==> config.mk <==
export PLATFORM = sky130hd
export DESIGN_NAME = double_ended_queue
export DESIGN_NICKNAME = d
export VERILOG_FILES = /design/src/dq_pkg.sv /design/src/dq_ctrl.sv /design/src/dq_datapath.sv /design/src/double_ended_queue.sv
export SDC_FILE = /design/constraint.sdc
export NUM_CORES = 1
export LEC_CHECK = 0
export BUFFER_PORTS_ARGS = -buffer_cell sky130_fd_sc_hd__buf_2
export CORE_ASPECT_RATIO = 1.4
export CORE_MARGIN = 5
export CORE_UTILIZATION = 35
export CTS_BUF_LIST = sky130_fd_sc_hd__clkbuf_8
export CTS_CLUSTER_DIAMETER = 200
export CTS_CLUSTER_SIZE = 30
export DETAILED_ROUTE_END_ITERATION = 6
export PLACE_DENSITY_LB_ADDON = 0.1
export SYNTH_ARGS = -nofsm -noshare
export SYNTH_HDL_FRONTEND = slang
export SYNTH_HIERARCHICAL = 1
export SYNTH_SLANG_ARGS = --single-unit
==> constraint.sdc <==
create_clock -name i_clk -period 6.92 [get_ports i_clk]
set_input_delay 1.384 -clock i_clk [delete_from_list [all_inputs] [get_ports i_clk]]
set_output_delay 1.384 -clock i_clk [all_outputs]
set_load 0.02 [all_outputs]
==> src/dq_pkg.sv <==
package dq_pkg;

    localparam int VAL_W  = 32;
    localparam int CMD_W  = 3;
    localparam int ST_W   = 2;
    localparam int ECNT_W = 5;

    localparam logic [CMD_W-1:0] CMD_PUSH_FRONT = 3'd0;
    localparam logic [CMD_W-1:0] CMD_PUSH_BACK  = 3'd1;
    localparam logic [CMD_W-1:0] CMD_POP_FRONT  = 3'd2;
    localparam logic [CMD_W-1:0] CMD_POP_BACK   = 3'd3;
    localparam logic [CMD_W-1:0] CMD_REMOVE     = 3'd4;

    localparam logic [ST_W-1:0] ST_OK        = 2'd0;
    localparam logic [ST_W-1:0] ST_EMPTY     = 2'd1;
    localparam logic [ST_W-1:0] ST_NOT_FOUND = 2'd2;
    localparam logic [ST_W-1:0] ST_FULL      = 2'd3;

    typedef enum logic [3:0] {
        S_IDLE,
        S_EXEC,
        S_POP_F,
        S_POP_B,
        S_CHK_F,
        S_CHK_B,
        S_SCAN,
        S_SHIFT,
        S_REPLY
    } t_state;

    typedef enum logic [4:0] {
        DP_NOP,
        DP_LOAD,
        DP_PUSH_FRONT,
        DP_PUSH_BACK,
        DP_SET_FULL,
        DP_SET_EMPTY,
        DP_SET_MISS,
        DP_RD_FRONT,
        DP_RD_BACK,
        DP_TAKE_FRONT,
        DP_TAKE_BACK,
        DP_SCAN_START,
        DP_SCAN_NEXT,
        DP_HIT,
        DP_HIT_LAST,
        DP_SHIFT,
        DP_SHIFT_LAST,
        DP_REPLY
    } t_dp_op;

    typedef struct packed {
        logic [CMD_W-1:0] cmd;
        logic             empty;
        logic             full;
        logic             match;
        logic             pos_last;
        logic             shift_last;
        logic             count_one;
        logic             out_busy;
    } t_dp_stat;

endpackage

==> src/dq_ctrl.sv <==
module dq_ctrl (
    input  logic             i_clk,
    input  logic             i_rst_n,
    input  logic             i_in_valid,
    input  dq_pkg::t_dp_stat i_stat,
    output dq_pkg::t_dp_op   o_op,
    output logic             o_in_stall
);
    import dq_pkg::*;

    t_state r_state;
    t_state n_state;

    always_ff @(posedge i_clk) begin
        if (!i_rst_n) begin
            r_state <= S_IDLE;
        end else begin
            r_state <= n_state;
        end
    end

    always_comb begin
        n_state = r_state;
        case (r_state)
            S_IDLE: begin
                if (i_in_valid) begin
                    n_state = S_EXEC;
                end
            end
            S_EXEC: begin
                case (i_stat.cmd)
                    CMD_POP_FRONT: n_state = i_stat.empty ? S_REPLY : S_POP_F;
                    CMD_POP_BACK:  n_state = i_stat.empty ? S_REPLY : S_POP_B;
                    CMD_REMOVE:    n_state = i_stat.empty ? S_REPLY : S_CHK_F;
                    default:       n_state = S_REPLY;
                endcase
            end
            S_POP_F, S_POP_B: n_state = S_REPLY;
            S_CHK_F: n_state = i_stat.match ? S_REPLY : S_CHK_B;
            S_CHK_B: begin
                n_state = (i_stat.match || i_stat.count_one) ? S_REPLY : S_SCAN;
            end
            S_SCAN: begin
                if (i_stat.pos_last) begin
                    n_state = S_REPLY;
                end else begin
                    n_state = i_stat.match ? S_SHIFT : S_SCAN;
                end
            end
            S_SHIFT: n_state = i_stat.shift_last ? S_REPLY : S_SHIFT;
            S_REPLY: begin
                if (!i_stat.out_busy) begin
                    n_state = S_IDLE;
                end
            end
            default: n_state = S_IDLE;
        endcase
    end

    always_comb begin
        o_op       = DP_NOP;
        o_in_stall = (r_state != S_IDLE);
        case (r_state)
            S_IDLE: begin
                if (i_in_valid) begin
                    o_op = DP_LOAD;
                end
            end
            S_EXEC: begin
                case (i_stat.cmd)
                    CMD_PUSH_FRONT: o_op = i_stat.full ? DP_SET_FULL : DP_PUSH_FRONT;
                    CMD_PUSH_BACK:  o_op = i_stat.full ? DP_SET_FULL : DP_PUSH_BACK;
                    CMD_POP_FRONT:  o_op = i_stat.empty ? DP_SET_EMPTY : DP_RD_FRONT;
                    CMD_POP_BACK:   o_op = i_stat.empty ? DP_SET_EMPTY : DP_RD_BACK;
                    CMD_REMOVE:     o_op = i_stat.empty ? DP_SET_EMPTY : DP_RD_FRONT;
                    default:        o_op = DP_NOP;
                endcase
            end
            S_POP_F: o_op = DP_TAKE_FRONT;
            S_POP_B: o_op = DP_TAKE_BACK;
            S_CHK_F: o_op = i_stat.match ? DP_TAKE_FRONT : DP_RD_BACK;
            S_CHK_B: begin
                if (i_stat.match) begin
                    o_op = DP_TAKE_BACK;
                end else begin
                    o_op = i_stat.count_one ? DP_SET_MISS : DP_SCAN_START;
                end
            end
            S_SCAN: begin
                if (i_stat.match) begin
                    o_op = i_stat.pos_last ? DP_HIT_LAST : DP_HIT;
                end else begin
                    o_op = i_stat.pos_last ? DP_SET_MISS : DP_SCAN_NEXT;
                end
            end
            S_SHIFT: o_op = i_stat.shift_last ? DP_SHIFT_LAST : DP_SHIFT;
            S_REPLY: begin
                if (!i_stat.out_busy) begin
                    o_op = DP_REPLY;
                end
            end
            default: o_op = DP_NOP;
        endcase
    end

endmodule

==> src/dq_datapath.sv <==
module dq_datapath #(
    parameter int CAPACITY = 16
) (
    input  logic                             i_clk,
    input  logic                             i_rst_n,
    input  dq_pkg::t_dp_op                   i_op,
    output dq_pkg::t_dp_stat                 o_stat,
    input  logic        [dq_pkg::CMD_W-1:0]  i_command,
    input  logic signed [dq_pkg::VAL_W-1:0]  i_value,
    input  logic                             i_out_stall,
    output logic                             o_out_valid,
    output logic signed [dq_pkg::VAL_W-1:0]  o_result_value,
    output logic        [dq_pkg::ST_W-1:0]   o_status,
    output logic        [dq_pkg::ECNT_W-1:0] o_entry_count
);
    import dq_pkg::*;

    localparam int IW  = (CAPACITY > 1) ? $clog2(CAPACITY) : 1;
    localparam int CW  = $clog2(CAPACITY + 1);
    localparam int SW  = CW + 2;
    localparam int EXW = CW + ECNT_W;

    logic signed [VAL_W-1:0] r_mem [CAPACITY];
    logic signed [VAL_W-1:0] r_rd_data;

    logic        [CMD_W-1:0] r_cmd;
    logic signed [VAL_W-1:0] r_val;
    logic signed [VAL_W-1:0] r_res;
    logic        [ST_W-1:0]  r_status;
    logic        [IW-1:0]    r_front, n_front;
    logic        [CW-1:0]    r_count, n_count;
    logic        [CW-1:0]    r_pos, n_pos;

    logic                    r_out_valid;
    logic signed [VAL_W-1:0] r_out_res;
    logic        [ST_W-1:0]  r_out_status;
    logic        [CW-1:0]    r_out_count;

    logic                    wr_en;
    logic        [IW-1:0]    wr_addr;
    logic signed [VAL_W-1:0] wr_data;
    logic        [IW-1:0]    rd_addr;
    logic        [CW:0]      cnt_x;
    logic        [CW:0]      pos_x;
    logic        [IW-1:0]    front_dec;
    logic        [IW-1:0]    front_inc;
    logic        [EXW-1:0]   cnt_ext;

    function automatic logic [IW-1:0] slot_of(input logic [IW-1:0] front,
                                              input logic [CW:0] k);
        logic [SW-1:0] s;
        s = SW'(front) + SW'(k);
        if (s >= SW'(CAPACITY)) begin
            s = s - SW'(CAPACITY);
        end
        return s[IW-1:0];
    endfunction

    assign cnt_x     = {1'b0, r_count};
    assign pos_x     = {1'b0, r_pos};
    assign front_dec = (r_front == '0) ? IW'(CAPACITY - 1) : r_front - IW'(1);
    assign front_inc = (r_front == IW'(CAPACITY - 1)) ? '0 : r_front + IW'(1);

    always_comb begin
        o_stat            = '0;
        o_stat.cmd        = r_cmd;
        o_stat.empty      = (r_count == '0);
        o_stat.full       = (r_count == CW'(CAPACITY));
        o_stat.match      = (r_rd_data == r_val);
        o_stat.pos_last   = (pos_x + (CW+1)'(1) == cnt_x);
        o_stat.shift_last = (pos_x + (CW+1)'(2) == cnt_x);
        o_stat.count_one  = (r_count == CW'(1));
        o_stat.out_busy   = r_out_valid && i_out_stall;
    end

    always_comb begin
        case (i_op)
            DP_RD_BACK:           rd_addr = slot_of(r_front, cnt_x - (CW+1)'(1));
            DP_SCAN_START:        rd_addr = slot_of(r_front, (CW+1)'(1));
            DP_SCAN_NEXT, DP_HIT: rd_addr = slot_of(r_front, pos_x + (CW+1)'(1));
            DP_SHIFT:             rd_addr = slot_of(r_front, pos_x + (CW+1)'(2));
            default:              rd_addr = r_front;
        endcase
    end

    always_comb begin
        wr_en   = 1'b0;
        wr_addr = r_front;
        wr_data = r_rd_data;
        n_front = r_front;
        n_count = r_count;
        n_pos   = r_pos;
        case (i_op)
            DP_PUSH_FRONT: begin
                wr_en   = 1'b1;
                wr_addr = front_dec;
                wr_data = r_val;
                n_front = front_dec;
                n_count = r_count + CW'(1);
            end
            DP_PUSH_BACK: begin
                wr_en   = 1'b1;
                wr_addr = slot_of(r_front, cnt_x);
                wr_data = r_val;
                n_count = r_count + CW'(1);
            end
            DP_TAKE_FRONT: begin
                n_front = front_inc;
                n_count = r_count - CW'(1);
            end
            DP_TAKE_BACK, DP_HIT_LAST: n_count = r_count - CW'(1);
            DP_SCAN_START:             n_pos   = CW'(1);
            DP_SCAN_NEXT:              n_pos   = r_pos + CW'(1);
            DP_SHIFT: begin
                wr_en   = 1'b1;
                wr_addr = slot_of(r_front, pos_x);
                n_pos   = r_pos + CW'(1);
            end
            DP_SHIFT_LAST: begin
                wr_en   = 1'b1;
                wr_addr = slot_of(r_front, pos_x);
                n_count = r_count - CW'(1);
            end
            default: ;
        endcase
    end

    always_ff @(posedge i_clk) begin
        if (wr_en) begin
            r_mem[wr_addr] <= wr_data;
        end
        r_rd_data <= r_mem[rd_addr];
    end

    always_ff @(posedge i_clk) begin
        if (!i_rst_n) begin
            r_front     <= '0;
            r_count     <= '0;
            r_pos       <= '0;
            r_out_valid <= 1'b0;
        end else begin
            r_front <= n_front;
            r_count <= n_count;
            r_pos   <= n_pos;
            if (i_op == DP_REPLY) begin
                r_out_valid <= 1'b1;
            end else if (!i_out_stall) begin
                r_out_valid <= 1'b0;
            end
        end
    end

    always_ff @(posedge i_clk) begin
        case (i_op)
            DP_LOAD: begin
                r_cmd    <= i_command;
                r_val    <= i_value;
                r_res    <= '0;
                r_status <= ST_OK;
            end
            DP_SET_FULL:  r_status <= ST_FULL;
            DP_SET_EMPTY: r_status <= ST_EMPTY;
            DP_SET_MISS:  r_status <= ST_NOT_FOUND;
            DP_TAKE_FRONT, DP_TAKE_BACK, DP_HIT, DP_HIT_LAST: r_res <= r_rd_data;
            DP_REPLY: begin
                r_out_res    <= r_res;
                r_out_status <= r_status;
                r_out_count  <= r_count;
            end
            default: ;
        endcase
    end

    assign cnt_ext        = EXW'(r_out_count);
    assign o_out_valid    = r_out_valid;
    assign o_result_value = r_out_res;
    assign o_status       = r_out_status;
    assign o_entry_count  = cnt_ext[ECNT_W-1:0];

endmodule

==> src/double_ended_queue.sv <==
// Channel   Valid         Stall         Word
// input     i_in_valid    o_in_stall    i_command, i_value
// output    o_out_valid   i_out_stall   o_result_value, o_status, o_entry_count
//
// One word at a time. Push, ops on a full or empty queue, unused codes: EXEC, REPLY;
// pop: EXEC, POP_F or POP_B, REPLY. Remove by value: CHK_F on a front hit, CHK_B too on
// a back hit or one-entry miss, else SCAN, SHIFT; ring memory moves one entry a cycle.
// Reset is synchronous, active low; it empties the queue, memory is not cleared.
// Output is registered: a new word is taken while a result waits on i_out_stall.
module double_ended_queue #(
    parameter int CAPACITY = 16
) (
    input  logic                              i_clk,
    input  logic                              i_rst_n,
    input  logic                              i_in_valid,
    output logic                              o_in_stall,
    input  logic        [dq_pkg::CMD_W-1:0]   i_command,
    input  logic signed [dq_pkg::VAL_W-1:0]   i_value,
    output logic                              o_out_valid,
    input  logic                              i_out_stall,
    output logic signed [dq_pkg::VAL_W-1:0]   o_result_value,
    output logic        [dq_pkg::ST_W-1:0]    o_status,
    output logic        [dq_pkg::ECNT_W-1:0]  o_entry_count
);
    import dq_pkg::*;

    t_dp_op   op;
    t_dp_stat stat;

    dq_ctrl u_ctrl (
        .i_clk      (i_clk),
        .i_rst_n    (i_rst_n),
        .i_in_valid (i_in_valid),
        .i_stat     (stat),
        .o_op       (op),
        .o_in_stall (o_in_stall)
    );

    dq_datapath #(
        .CAPACITY (CAPACITY)
    ) u_datapath (
        .i_clk          (i_clk),
        .i_rst_n        (i_rst_n),
        .i_op           (op),
        .o_stat         (stat),
        .i_command      (i_command),
        .i_value        (i_value),
        .i_out_stall    (i_out_stall),
        .o_out_valid    (o_out_valid),
        .o_result_value (o_result_value),
        .o_status       (o_status),
        .o_entry_count  (o_entry_count)
    );

endmodule

==> results.md <==
* Post-synth top flop: edfxtp_1
* Final nets at 3121
* Top cell type by total area after synthesis: edfxtp_1
* Crit path max-delay cell type: nor4b_1
* Critical-path maximum fanout at 41
* Fraction of the mapped netlist area in adder cells at 0.6341%
* I/O Pins at 80
* Layout cells sized above 1 at 9.834%
* Setup-failing EPs final at 0
* Fin crit share at 92.96%
* Setup TNS at 0 ps
* Max Freq at 155.5 MHz
* DP Wirelength at 70160 um
* Worst min path class: register to register
* Die X at 280.7 um
* RSZ-0062 raised after global routing: false
* Cell variety after synth at 69
* Clock buffer count from CTS at 26
* Post-synthesis xor/xnor area fraction at 1.317%
* # Post-CTS Setup Buffers at 0
* CTS Hold Buffers Added at 0
* Async SR Flop Fraction at 0%
* Crit path capture type: register
* Wire per inst at 28.79 um
* Post-CTS sizing at 0
* Root buffer cell: clkbuf_8
* Largest family of logic cells by synthesized area: compound AO/OA/AOI/OAI gates
* Power Density at 345.5 nW/um^2
* Mux cell area share after synthesis at 7.540%
* CTS tree: built
* Final WL at 127300 um
* First-pass GRT wire length at 188300 um
* Syn Std Cell Area at 35910 sq um
* Total power at 13.32 mW
* CP peak stage delay at 850 ps
* Final Hold Fails at 0
* Leakage power total at 13.24 nW
* Count of buffers from port buffering at 79
* Compound-cell area share of the yosys netlist at 18.70%
* Min cycle time layout at 6433 ps
* Initial drt markers at 2688
* Grt ovf at 0
* Vias in the first global route at 27650
* Via count at 27940
* Top post-synthesis cells by count: edfxtp_1 (620), nand2_1 (533), clkbuf_1 (265)
* Worst Tran Pin Value at 1207 ps
* WP buf/inv at 4
* Outcome: completed
* Post-synthesis sequential area ratio at 54.69%
* Worst vdd ir at 0.0002248 V
* Drt drc at 0
* Post-Synth Simple-Gate Area at 12.79%
* Clock latency on the worst-skew pair at 770 ps
* EDFF count, synth at 620
* CP startpoint kind: register
* Most common cell in the synthesized netlist: edfxtp_1
* H-tree depth at 1
* Total core area at 102300 sq um
* Most used cell, CP: mux2i_1
* Worst EP required at 7550 ps
* Top post-synthesis cells by area: edfxtp_1 (52%), mux2i_1 (6.4%), a311oi_1 (6.2%), a2111oi_0 (6.2%), nand2_1 (5.6%)
* Post-Place Cells at 4376
* Rows at 139
* GP Congestion at 0.8044
* Initial antenna violation count at 2
* Die Area at 109200 sq um
* Drt first pass iters at 6
* FILL cells at 9824
* Ys Warns at 6
* Via-to-Cell Ratio at 6.320
* Syn-to-layout area delta at 7.348%
* CP arrival at 7060 ps
* Slew headroom at 19.50%
* Yosys reg bits at 671
* Syn nets at 3259
* Largest net degree at the start of global routing at 166
* CTS max path bufs at 3
* Clk slew on worst S/H paths at 190 ps
* Max Cap Viol at 0
* Syn avg cell area at 11.21 sq um
* Syn Inst Count at 3203
* CP cell instances: inv_1 -> ha_1 -> nor4b_1 -> nor3b_1 -> and3_1 -> a311o_1 -> nor2b_4 -> nand2_1 -> a21boi_0 -> o21ai_0 -> o221ai_1 -> ha_4 -> buf_12 -> buf_12 -> nand2_1 -> a2111oi_0 -> a311oi_1 -> buf_4 -> mux2i_1 -> mux2i_1 -> mux2i_1
* Final Max Slew Viols at 0
* All-Layer GR Usage at 22.15%
* Clock sink total at 671
* Clock Skew at 45.02 ps
* Yosys top cell area share at 51.84%
* Starting Density at 35.12%
* Critical path's top delay family: simple AND/OR/NAND/NOR gates
* Die H at 389.0 um
* Final std cells w/o fill at 4421
* Kind of critical path: register to register
* Post-route ant nets at 0
## cells by family (layout without fill, tap and decap cells)
logic type,count (synthesis),after routing
AO/OA/AOI/OAI,866,866
XOR/XNOR,54,54
adder cells (fa/ha/maj),17,17
buffers and inverters,376,254
flip-flops,671,671
multiplexers,265,265
other,0,1
AND/OR/NAND/NOR,954,954
## registers in the layout, indices dropped and copies added (netlist names)
signal	flops
u_datapath/o_status	2
u_datapath/o_out_valid	1
u_datapath/r_mem	512
u_datapath/r_count	5
u_datapath/r_rd_data	32
u_datapath/r_cmd	3
u_datapath/r_res	32
u_datapath/r_pos	5
u_ctrl/r_state	4
u_datapath/r_front	4
u_datapath/r_val	32
u_datapath/o_result_value	32
u_datapath/r_status	2
u_datapath/o_entry_count	5
## through the flow
step | instance area (sq um) | hold slack (ps) | util (%) | setup slack (ps)
4_1_cts | 38550 | 445.5 | 37.70 | 515.4
3_3_place_gp | 38100 | 402.7 | 37.25 | 588.5
3_5_place_dp | 38100 | 405.2 | 37.25 | 527.7
5_1_grt | 38550 | 452.7 | 37.70 | 72.90
2_1_floorplan | 35910 | 400.3 | - | -123.5
6_report | 38550 | 441.9 | 37.70 | 487.5
## final timing paths
check	startpoint	endpoint	slack, ps	cells after the start
max	u_datapath/r_count[0]	u_datapath/r_rd_data[28]	490	21
min	u_datapath/r_res[22]	u_datapath/o_result_value[22]	440	0
max reg2reg	u_datapath/r_count[0]	u_datapath/r_rd_data[28]	490	21
min reg2reg	u_datapath/r_res[22]	u_datapath/o_result_value[22]	440	0
## power breakdown
group / leakage (nW) / internal (mW) / switching, mW
registers: 6.06 / 5.49 / 0.422
clock network: 0.289 / 0.372 / 1.26
logic: 6.89 / 1.72 / 4.05
## worst reg2reg max path: stages (launching register included)
cell and delay (ps):
dfxtp_1 450, inv_1 240, ha_1 200, nor4b_1 850, nor3b_1 200, and3_1 270, a311o_1 460, nor2b_4 230
nand2_1 130, a21boi_0 80, o21ai_0 200, o221ai_1 240, ha_4 600, buf_12 280, buf_12 230, nand2_1 90
a2111oi_0 470, a311oi_1 90, buf_4 190, mux2i_1 180, mux2i_1 120, mux2i_1 500
## placed cells by master, fill, tap and decap left out, types with 5 or more instances in the layout
cell	count
nand2b_1	259
dfxtp_1	50
nor4_1	8
a2111oi_0	253
edfxtp_1	620
a21oi_1	24
clkbuf_8	27
a31oi_1	256
nand3b_1	5
nand3_1	11
a311oi_1	254
o21ai_0	24
o21a_1	5
buf_12	41
or3_1	5
nor2_1	26
nor3b_1	6
xnor2_1	16
nand2_1	532
nor3_1	9
buf_4	78
xor2_1	37
a21o_1	6
a21boi_0	7
mux2i_1	230
nor4b_1	5
ha_1	14
inv_1	26
buf_2	79
nor3_2	18
mux2_2	33
and2_1	40
nor2b_1	8
## final cells by class
type                            count  area (sq um)  share of cell area, %
Sequential cell                   671         19640                  50.95
Multi-Input combinational cell   2156         14920                  38.71
Timing Repair Buffer              198          1802                  4.674
Tap cell                         1339          1675                  4.346
Clock buffer                       27         371.6                 0.9639
Clock inverter                     17         80.08                 0.2077
Inverter                           12         52.55                 0.1363
Antenna cell                        1         2.502               0.006491
## per-layer routing
layer	part of all wire, %	track usage, %	wire length, um
met1	42	29.96	53740
met5	0.016	0	21
met2	49	37.64	62440
met4	3.4	7.142	4369
met3	5.3	2.020	6721
Note: power is estimated with default switching activity, not from simulation.
